## src/sv/pdmo_div.sv

```systemverilog
// pdmo_div: restoring unsigned divider, one quotient bit per cycle
// standalone, no package dependency
module pdmo_div #(
  parameter int NW = 46,
  parameter int DW = 31
) (
  input  logic          clk,
  input  logic          rst,
  input  logic          start,
  input  logic [NW-1:0] num,
  input  logic [DW-1:0] den,
  output logic          busy,
  output logic          done,
  output logic [NW-1:0] quo,
  output logic          rem_nz
);

  localparam int CNTW = $clog2(NW + 1);

  logic [DW-1:0]   rem;
  logic [DW-1:0]   den_r;
  logic [CNTW-1:0] cnt;
  logic [DW:0]     r_sh;

  assign r_sh   = {rem, quo[NW-1]};
  assign rem_nz = |rem;

  always_ff @(posedge clk) begin
    if (rst) begin
      busy <= 1'b0;
      done <= 1'b0;
      cnt  <= '0;
    end else begin
      done <= 1'b0;
      if (start) begin
        busy <= 1'b1;
        cnt  <= CNTW'(NW);
      end else if (busy) begin
        cnt <= cnt - 1'b1;
        if (cnt == CNTW'(1)) begin
          busy <= 1'b0;
          done <= 1'b1;
        end
      end
    end
  end

  // shift/subtract datapath
  always_ff @(posedge clk) begin
    if (start) begin
      quo   <= num;
      rem   <= '0;
      den_r <= den;
    end else if (busy) begin
      if (r_sh >= {1'b0, den_r}) begin
        rem <= DW'(r_sh - {1'b0, den_r});
        quo <= {quo[NW-2:0], 1'b1};
      end else begin
        rem <= r_sh[DW-1:0];
        quo <= {quo[NW-2:0], 1'b0};
      end
    end
  end

endmodule

```

## config.mk

```make
export PLATFORM = sky130hd
export DESIGN_NAME = pdmo_div
export DESIGN_NICKNAME = d
export VERILOG_FILES = /design/src/sv/pdmo_div.sv
export SDC_FILE = /design/constraint.sdc
export NUM_CORES = 1
export LEC_CHECK = 0
export BUFFER_PORTS_ARGS = -buffer_cell sky130_fd_sc_hd__clkbuf_2
export CAP_MARGIN = 20
export CORE_UTILIZATION = 30
export CTS_CLUSTER_DIAMETER = 80
export DETAILED_ROUTE_END_ITERATION = 7
export SYNTH_ARGS = -nofsm -noshare
export SYNTH_HDL_FRONTEND = slang
export SYNTH_SLANG_ARGS = --single-unit
export TNS_END_PERCENT = 10
```

## constraint.sdc

```tcl
create_clock -name clk -period 3.92 [get_ports clk]
set_clock_uncertainty 0.2 [all_clocks]
set_input_delay 0.392 -clock clk [delete_from_list [all_inputs] [get_ports clk]]
set_output_delay 0.392 -clock clk [all_outputs]
set_load 0.02 [all_outputs]
```

-- Word level (Yosys, flattened, before mapping)
Index checks and enable logic that the tools add are counted.
- flip-flop bits (word level): 116
- input port bits: 80
- output and inout port bits: 49
- add/sub/neg operators: 2
- $lt $le $gt $ge: 1
- equal/unequal tests: 1
- multiplexer cells: 10
- bitwise gates (word level): 1
- reduce and logical (&&, ||, !) cells: 4
- operators with widths (cell ; count):
    two-way mux 46 bit ; 2
    >= comparator 32 x 31 -> 1 bit ; 1
    two-way mux 31 bit ; 1
    OR reduction 31 bit ; 1
    subtractor 31 bit ; 1
    two-way mux 6 bit ; 2
    == test 6 x 1 -> 1 bit, second input constant ; 1
    subtractor 6 x 1 -> 6 bit, second input constant ; 1
    two-way mux 1 bit ; 5
    OR reduction 3 bit ; 1
    nonzero test 2 bit ; 1
    OR reduction 2 bit ; 1
    NOT 1 bit ; 1

-- Depth between registers and ports, before layout
Gate-level depths: netlist (run 1).
- word-level depth: 4
- mapped depth: 14
- gate-level depth less buffers: 12

-- Worst setup path before layout (run 1)
Ideal clock, no wire load.
- path type: register -> register
- from: register quo[45]
- to: register rem[30]
- arrival: 2.732 ns
- setup slack: 0.871 ns
- stages on the path, launching flop included: 12
- cell sequence: edfxtp_1 inv_1 ha_1 fa_1 and2b_4 o2111ai_2 a21oi_2 o31ai_1 a21oi_1 o21ai_2 or4_1 a32o_1
- cells in the longest elaborated chain, start to end: 2
- elaborated cells between the ends (all ways): 3
- classes of those cells: add/sub: 1; order compare: 1; mux: 1
- ends and longest elaborated chain (item ; RTL line ; text):
    from (decl) ; 14 ; output logic [NW-1:0] quo,
    from (signal assigned) ; 51 ; quo <= num;
    from (signal assigned) ; 57 ; quo <= {quo[NW-2:0], 1'b1};
    from (signal assigned) ; 60 ; quo <= {quo[NW-2:0], 1'b0};
    subtractor 31 bit or >= comparator 32 x 31 -> 1 bit (tied branches) ; 56, 55 ;
    two-way mux 31 bit * ; 55 ; if (r_sh >= {1'b0, den_r}) begin
    to (signal assigned) ; 56 ; rem <= DW'(r_sh - {1'b0, den_r});
    to (signal assigned) ; 59 ; rem <= r_sh[DW-1:0];
    to (decl) ; 20 ; logic [DW-1:0] rem;
Mark *: on every way between the ends. The rest lies on a longest branch, timed or not.
A chain may end at the register's enable or synchronous reset.

-- Worst setup path after layout (run 1)
- from: register quo[45]
- to: register rem[22]
The elaborated chain is that of the path after synthesis.

==> flow_metrics.py, run 1 <==
metrics = {
    "outcome": {
        "status": "complete, no violations",
    },
    "layout": {
        "mostFrequentLayoutCells": "127 x clkbuf_2, 77 x edfxtp_1, 67 x nor2_1",
        "diodes": 0,
        "mostFrequentLayoutCell": "clkbuf_2",
        "drive_gt1_frac": 0.2922,
        "seq_area_um2": 3094,
        "area_growth_pct": 27.84,
        "fill_cells": 2098,
        "fin_util": 0.3942,
        "nets": 895,
        "multiInputGateArea_um2": 3122,
    },
    "timing": {
        "finalHoldViolations": 0,
        "finalCritPeriodShare": 0.9093,
        "fin_hold_ws_ns": 0.05586,
        "slew_violations": 0,
        "slew_headroom": 0.4092,
        "final-setup-viol-count": 0,
        "fmax_mhz": 280.6,
        "finalSetupTns_ns": 0,
        "rsz0062_at_grt": "false",
        "worst_slew_pin_slew_ns": 0.8829,
        "final.min_clock_period_ns": 3.564,
    },
    "grt": {
        "grt_pass1_vias": 5101,
        "grt_pass1_wl_mm": 25.01,
        "antenna_found_initial": 0,
        "gr-total-overflow": 0,
        "track_usage": 0.1422,
        "grt_max_degree": 50,
    },
    "logic_synthesis": {
        "synth-edff-count": 77,
        "synth_cell_types": 69,
        "syn_area_um2": 6544,
        "syn_avg_cell_area_um2": 10.40,
        "synth-seq-area-share": 0.4727,
        "synth_seq_cells": 116,
        "ys_warn_count": 0,
        "netlist_instances": 629,
        "synthFlopType": "edfxtp_1",
        "syn-num-nets": 743,
        "postSynth.asyncResetShare": 0,
    },
    "routing": {
        "avgRoutedWirePerCell_um": 14.44,
        "drt_iter0_drc": 317,
        "vias_per_cell": 4.781,
        "routed-via-count": 5111,
        "antenna_left": 0,
        "wl_mm": 15.44,
        "drc": 0,
        "first_pass_iters": 4,
    },
    "cts": {
        "path_clk_slew_ns": 0.06,
        "cts_buffers": 17,
        "clock_latency_ns": 0.42,
        "clockBufferDepth": 2,
        "cts_setup_buffers": 0,
        "cts.sinks": 116,
        "holdBufCountCts": 31,
        "cts_tree": "yes",
        "post_cts_resized": 0,
        "htree_num_levels": 4,
        "cts_root_buffer": "clkbuf_16",
    },
    "placed_design": {
        "hpwl_mm": 11.00,
        "port_buffers": 128,
        "place_congestion": 0.8101,
    },
    "min_path": {
        "hold_path_class": "in -> reg",
        "hold_depth": 2,
    },
    "floorplanning": {
        "core_um2": 21220,
        "die_y_um": 149.7,
        "num_rows": 53,
        "dieArea_um2": 22410,
        "initial_core_util": 0.3084,
        "die_w_um": 149.7,
        "ios": 129,
    },
    "setup_path": {
        "reg2regPathDepth": 13,
        "rrSetupSlack_ns": 0.36,
        "start_kind": "flip-flop",
        "end_kind": "flip-flop",
        "worstPathMaxFanout": 30,
        "arrival_ns": 3.64,
        "worstPathRequired_ns": 3.99,
        "crit_type": "reg -> reg",
    },
    "job": {
        "maxCapViolations": 0,
    },
    "pwr": {
        "leakagePower_nw": 3.554,
        "power_mw": 3.868,
        "power_density_nw_per_um2": 462.3,
        "ir_worst_vdd_v": 0.0003241,
    },
}
-- through the flow --
stage | instances | area, um^2 | setup slack, ns
after floorplan | 629 | 6544 | 0.8711
after global placement | 1006 | 7445 | 0.4774
after detailed placement | 1006 | 7445 | 0.3695
after CTS | 1069 | 8366 | 0.3478
after global routing | 1069 | 8366 | 0.09386
final | 1069 | 8366 | 0.3557
-- cells by family after synthesis --
kind of cell	Yosys count	synth area share
DFF	116	0.4727
buffers and inverters	80	0.05143
and+or+nand+nor	165	0.1212
AOI/OAI and AO/OA	150	0.1564
muxes	57	0.09599
xor gates and xnor gates	27	0.03614
adders and majority gates	34	0.06616
-- registers in the layout (all words and copies together), names as in the netlist --
| register | count |
|---|---|
| den_r | 31 |
| busy | 1 |
| done | 1 |
| rem | 31 |
| quo | 46 |
| cnt | 6 |
-- final timing paths --
path	start	endpoint
max	quo[45]	rem[22]
min	rst	busy
max reg2reg	quo[45]	rem[22]
min reg2reg	rem[1]	rem[1]
-- layout make-up --
type / instances / share of cell area
Clock buffer: 17 / 0.05085
Clock inverter: 15 / 0.02214
Inverter: 47 / 0.02109
Multi-Input combinational cell: 433 / 0.3732
Sequential cell: 116 / 0.3699
Tap cell: 275 / 0.04113
Timing Repair Buffer: 166 / 0.1217
-- critical path, cell delays in order (launching register included) --
cell and delay (ns):
edfxtp_1 0.41, inv_1 0.08, ha_1 0.17, fa_1 0.20
and2b_4 0.20, o2111ai_2 0.20, a21oi_2 0.10, o31ai_1 0.27
a21oi_1 0.15, o21ai_4 0.73, buf_4 0.36, a2111oi_4 0.05
a221oi_2 0.20, a211oi_2 0.10
-- synthesized netlist by cell type (all sizes together), types with 7 or more instances --
master,number,area [um^2]
a21o,9,67.56
ha,33,412.9
xor2,10,87.58
buf,15,91.33
nor3,9,45.04
nand3,7,35.03
xnor2,17,148.9
nand2,31,116.4
nor4,8,50.05
mux2i,11,110.1
nor2,67,251.5
a211oi,22,175.2
a21oi,59,306.5
nor2b,8,50.05
edfxtp,77,2312
inv,47,176.4
clkbuf,18,68.81
nand4,7,43.79
dfxtp,39,780.8
o21ai,24,131.4
mux2,46,518.0
-- per-layer routing --
metal,global-route usage,up-vias,wire length [um]
li1,-,2604,-
met1,0.1858,2374,7304
met2,0.2225,123,6990
met3,0.05244,10,1064
met4,0.03182,0,77
met5,0,-,0
-- report_power, final --
part / leakage, nW / internal, mW / switching, mW / total [mW]
combinational: 2.17 / 0.321 / 0.421 / 0.742
clock: 0.299 / 0.969 / 0.652 / 1.62
sequential: 1.09 / 1.43 / 0.0764 / 1.50
total: 3.55 / 2.72 / 1.15 / 3.87
No activity file was read; power rests on OpenSTA's default activity.
==> inputs of run 2 (changes only) <==
==> constraint.sdc (replaced) <==
create_clock -name clk -period 2.9 [get_ports clk]
set_clock_uncertainty 0.2 [all_clocks]
set_input_delay 0.29 -clock clk [delete_from_list [all_inputs] [get_ports clk]]
set_output_delay 0.29 -clock clk [all_outputs]
set_load 0.02 [all_outputs]
==> flow_metrics.py, run 2 (synthesis results as in run 1) <==
metrics = {
    "pwr": {
        "power_mw": 5.346,
        "power_density_nw_per_um2": 570.5,
        "ir_worst_vdd_v": 0.0003760,
        "leakagePower_nw": 4.053,
    },
    "layout": {
        "mostFrequentLayoutCell": "clkbuf_2",
        "diodes": 0,
        "regMostFlops": "quo",
        "area_growth_pct": 43.19,
        "fill_cells": 2031,
        "top_regs": "quo: 46 flops, den_r: 31 flops, rem: 31 flops",
        "largest_reg_flops": 46,
        "drive_gt1_frac": 0.3392,
        "mostFrequentLayoutCells": "127 x clkbuf_2, 78 x dlygate4sd3_1, 77 x edfxtp_1",
        "nets": 1003,
    },
    "grt": {
        "antenna_found_initial": 0,
        "grt_pass1_vias": 5668,
        "grt_pass1_wl_mm": 28.04,
        "grt_max_degree": 50,
        "track_usage": 0.1614,
        "gr-total-overflow": 0,
    },
    "routing": {
        "avgRoutedWirePerCell_um": 14.67,
        "drc": 0,
        "wl_mm": 17.26,
        "first_pass_iters": 4,
        "drt_iter0_drc": 232,
        "routed-via-count": 5563,
        "vias_per_cell": 4.726,
        "antenna_left": 0,
    },
    "cts": {
        "cts_buffers": 17,
        "cts.sinks": 116,
        "clock_latency_ns": 0.42,
        "cts_tree": "yes",
        "path_clk_slew_ns": 0.06,
        "clockBufferDepth": 2,
        "htree_num_levels": 4,
        "cts_root_buffer": "clkbuf_16",
    },
    "setup_path": {
        "worstPathMaxFanout": 3,
        "crit_type": "reg -> reg",
        "reg2regPathDepth": 12,
        "crit_cells": 12,
        "critPathTopFamily": "compound AO/OA/AOI/OAI gates",
        "end_kind": "flip-flop",
        "max_stage_delay_ns": 0.38,
        "critPathBufInv": 1,
        "worstPathRequired_ns": 3.02,
        "path_cells": "inv_1 -> ha_2 -> fa_2 -> and2b_4 -> o2111ai_4 -> a21oi_4 -> o21ai_2 -> o211ai_2 -> a221o_1 -> a221o_1 -> mux2i_1 -> a311oi_1",
        "start_kind": "flip-flop",
        "critPathSlowestCell": "edfxtp_1",
        "path_common_cell": "a221o_1",
        "arrival_ns": 3.11,
    },
    "floorplanning": {
        "num_rows": 53,
        "die_w_um": 149.7,
        "dieArea_um2": 22410,
        "die_y_um": 149.7,
        "ios": 129,
        "initial_core_util": 0.3084,
        "core_um2": 21220,
    },
    "placed_design": {
        "port_buffers": 128,
        "hpwl_mm": 11.80,
        "place_congestion": 0.8295,
        "pre_cts_ws_ns": -0.06485,
    },
    "timing": {
        "worst_slew_pin_slew_ns": 0.6413,
        "final.min_clock_period_ns": 2.984,
        "finalWorstSetupSlack_ns": -0.08393,
        "fin_hold_ws_ns": 0.1032,
        "fmax_mhz": 335.1,
        "finalHoldViolations": 0,
        "final-setup-viol-count": 3,
        "slew_headroom": 0.5725,
        "finalCritPeriodShare": 1.029,
        "finalSetupTns_ns": -0.1424,
        "rsz0062_at_grt": "true",
        "slew_violations": 0,
    },
    "job": {
        "maxCapViolations": 0,
    },
    "outcome": {
        "status": "finished, violations left",
        "violations": "negative setup slack",
    },
    "min_path": {
        "hold_depth": 2,
        "hold_path_class": "in -> reg",
    },
}
==> run 2: path summary, 6_finish.rpt <==
kind            from       to  slack, ns
min reg2reg   rem[7]   rem[7]       0.32
min            start   rem[0]       0.10
max reg2reg  quo[45]  rem[26]      -0.08
max          quo[45]  rem[26]      -0.08
==> run 2: cell type report <==
cell class              count  area [um^2]  share of cell area
multi-input cells         433         3204              0.3420
flip-flops and latches    116         3094              0.3302
repair buffers            274         1971              0.2103
clock buffers              17        425.4             0.04540
well taps                 275        344.1             0.03672
inverters                  47        176.4             0.01883
clock inverters            15        155.1             0.01656
==> run 2: worst register-to-register path: stages (launching register included) <==
cell	delay [ns]
edfxtp_1	0.38
inv_1	0.07
ha_2	0.18
fa_2	0.19
and2b_4	0.20
o2111ai_4	0.23
a21oi_4	0.10
o21ai_2	0.16
o211ai_2	0.11
a221o_1	0.38
a221o_1	0.33
mux2i_1	0.12
a311oi_1	0.25
==> run 2: per-layer routing <==
layer,vias to the layer above,part of all wire,global-route usage
met5,-,0,0
met4,0,0.0061,0.04192
met3,10,0.063,0.05244
met2,155,0.47,0.2669
met1,2574,0.46,0.2013
li1,2824,-,-
==> run 2: repair_timing <==
item                                   4_1_cts  5_1_grt
hold buffers                                78        0
pin swaps                                    3        5
setup buffers                                1        2
endpoints found under the hold margin       85        0
setup endpoints to repair                   23       31
gates resized for setup                      4       16
==> run 2: metrics by stage <==
stage	area (um^2)	std cells	utilization
2_1_floorplan	6546	629	-
3_3_place_gp	7895	1064	0.3721
3_5_place_dp	7895	1064	0.3721
4_1_cts	9286	1175	0.4376
5_1_grt	9370	1177	0.4416
6_report	9370	1177	0.4416
==> run 2: where the power goes <==
| part | switching [mW] | total [mW] | internal [mW] |
|---|---|---|---|
| sequential | 0.0857 | 2.02 | 1.93 |
| clock | 0.826 | 2.10 | 1.27 |
| combinational | 0.649 | 1.23 | 0.584 |
| total | 1.56 | 5.35 | 3.79 |
==> inputs of run 3 (changes only) <==
--- a/config.mk
+++ b/config.mk
@@ -7,9 +7,12 @@
 export LEC_CHECK = 0
 export BUFFER_PORTS_ARGS = -buffer_cell sky130_fd_sc_hd__clkbuf_2
 export CAP_MARGIN = 20
+export CELL_PAD_IN_SITES_DETAIL_PLACEMENT = 0
+export CELL_PAD_IN_SITES_GLOBAL_PLACEMENT = 2
 export CORE_UTILIZATION = 30
 export CTS_CLUSTER_DIAMETER = 80
 export DETAILED_ROUTE_END_ITERATION = 7
+export PLACE_DENSITY_LB_ADDON = 0.1
 export SYNTH_ARGS = -nofsm -noshare
 export SYNTH_HDL_FRONTEND = slang
 export SYNTH_SLANG_ARGS = --single-unit
==> flow_metrics.py, run 3 (synthesis results as in run 1) <==
metrics = {
    "timing": {
        "finalSetupTns_ns": -0.6021,
        "slew_headroom": 0.6170,
        "fmax_mhz": 325.5,
        "fin_hold_ws_ns": 0.03650,
        "finalWorstSetupSlack_ns": -0.1721,
        "final-setup-viol-count": 15,
        "slew_violations": 0,
        "finalHoldViolations": 0,
        "worst_slew_pin_slew_ns": 0.5745,
        "finalCritPeriodShare": 1.059,
        "rsz0062_at_grt": "true",
        "final.min_clock_period_ns": 3.072,
    },
    "setup_path": {
        "worstPathMaxFanout": 2,
        "worstPathRequired_ns": 3.01,
        "end_kind": "flip-flop",
        "crit_type": "reg -> reg",
        "arrival_ns": 3.18,
        "start_kind": "flip-flop",
    },
    "pwr": {
        "power_density_nw_per_um2": 564.9,
        "pwr-share-clk": 0.389,
        "p_comb_frac": 0.242,
        "power_frac_seq": 0.369,
        "switching_share": 0.2940,
        "ir_worst_vdd_v": 0.0003002,
        "leakagePower_nw": 4.209,
        "p_sw_mw": 1.601,
        "p_int_mw": 3.845,
    },
    "layout": {
        "multiInputGateArea_um2": 3224,
        "diodes": 0,
        "mostFrequentLayoutCells": "127 x clkbuf_2, 92 x buf_4, 77 x edfxtp_1, 77 x dlygate4sd3_1, 62 x nor2_1",
        "area_growth_pct": 47.32,
        "mostFrequentLayoutCell": "clkbuf_2",
        "top_regs": "quo: 46 flops, den_r: 31 flops, rem: 31 flops",
        "fin_util": 0.4543,
        "drive_gt1_frac": 0.3645,
        "regMostFlops": "quo",
        "fill_cells": 2058,
        "largest_reg_flops": 46,
        "nets": 1031,
        "seq_area_um2": 3094,
        "final_cells": 1205,
    },
    "cts": {
        "cts_root_buffer": "clkbuf_16",
        "htree_num_levels": 4,
        "cts_tree": "yes",
        "path_clk_slew_ns": 0.06,
        "clock_latency_ns": 0.42,
        "clockBufferDepth": 2,
        "cts_buffers": 17,
        "cts.sinks": 116,
    },
    "grt": {
        "grt_pass1_wl_mm": 29.78,
        "track_usage": 0.1710,
        "grt_pass1_vias": 5942,
        "grt_max_degree": 97,
        "antenna_found_initial": 0,
        "gr-total-overflow": 0,
    },
    "routing": {
        "avgRoutedWirePerCell_um": 15.05,
        "routed-via-count": 5664,
        "first_pass_iters": 6,
        "wl_mm": 18.13,
        "vias_per_cell": 4.700,
        "drt_iter0_drc": 173,
        "drc": 0,
        "antenna_left": 0,
    },
    "placed_design": {
        "port_buffers": 128,
        "pre_cts_ws_ns": -0.2357,
        "place_congestion": 0.7860,
        "hpwl_mm": 12.58,
        "dp_cells": 1093,
    },
    "floorplanning": {
        "num_rows": 53,
        "core_um2": 21220,
        "die_w_um": 149.7,
        "ios": 129,
        "die_y_um": 149.7,
        "initial_core_util": 0.3084,
        "dieArea_um2": 22410,
    },
    "outcome": {
        "violations": "negative setup slack",
        "status": "finished, violations left",
    },
    "min_path": {
        "hold_path_class": "in -> reg",
    },
    "job": {
        "maxCapViolations": 0,
    },
}
-- run 3: cell types whose count changed in the layout (fill, tap and decap cells not counted), moves of 2 or more --
cell / before / now
buf_4: 64 / 92
nor2_1: 66 / 62
o21ai_0: 19 / 16
a211oi_2: 3 / 5
buf_6: 3 / 1
a21oi_2: 7 / 4
clkinvlp_4: 1 / 3
o21ai_1: 2 / 5
a211oi_1: 19 / 17
a21oi_1: 51 / 53
inv_6: 5 / 2
nor2_2: 1 / 5
-- run 3: power by group through the flow --
stage	Combinational [mW]	Sequential [mW]	Clock [mW]
final	1.32	2.01	2.12
after global routing	1.45	2.03	2.26
after CTS	1.31	2.01	2.19
after detailed placement	1.20	2.04	0
after global placement	1.20	2.04	0
after floorplan	0.632	2.12	0
-- run 3: per-layer routing --
| layer | wire length [um] | GRT usage | vias up |
|---|---|---|---|
| met4 | 190 | 0.04495 | 0 |
| met5 | 0 | 0 | - |
| met2 | 8849 | 0.2942 | 128 |
| li1 | - | - | 2876 |
| met3 | 821 | 0.04512 | 12 |
| met1 | 8271 | 0.2102 | 2648 |
-- run 3: worst max-delay path, cell delays in order (launching register included) --
cell,delay [ns]
edfxtp_1,0.39
inv_1,0.08
ha_2,0.18
fa_1,0.18
and2b_4,0.20
o2111ai_4,0.22
nand2_1,0.14
a21oi_2,0.19
o41ai_2,0.10
o31ai_2,0.28
nand2_1,0.07
or4_1,0.48
a32o_1,0.27
-- run 3: per-stage QoR --
step	power (mW)	cell area, um^2
after detailed placement	3.238	8113
after global routing	5.733	9641
after floorplan	2.752	6546
final	5.446	9641
after CTS	5.508	9587
after global placement	3.240	8113
-- run 3: cell type report --
cell class / count / share of cell area
multi-input cells: 433 / 0.3345
flip-flops and latches: 116 / 0.3210
repair buffers: 302 / 0.2299
clock buffers: 18 / 0.04452
well taps: 275 / 0.03569
inverters: 47 / 0.01830
clock inverters: 14 / 0.01622
-- run 3: path summary, 6_finish.rpt --
check	from	endpoint	slack, ns	cells after the start
worst min-delay path	num[0]	quo[0]	0.04	3
worst max-delay path	quo[45]	rem[30]	-0.17	12
worst min register to register	rem[17]	rem[17]	0.32	2
worst max register to register	quo[45]	rem[30]	-0.17	12
-- run 3: timing repair --
action,in CTS,in global routing
setup endpoints to repair,29,31
pin swaps,9,6
hold buffers,77,0
gates resized for setup,14,18
setup buffers,2,0
cloned,1,0
endpoints found under the hold margin,84,0
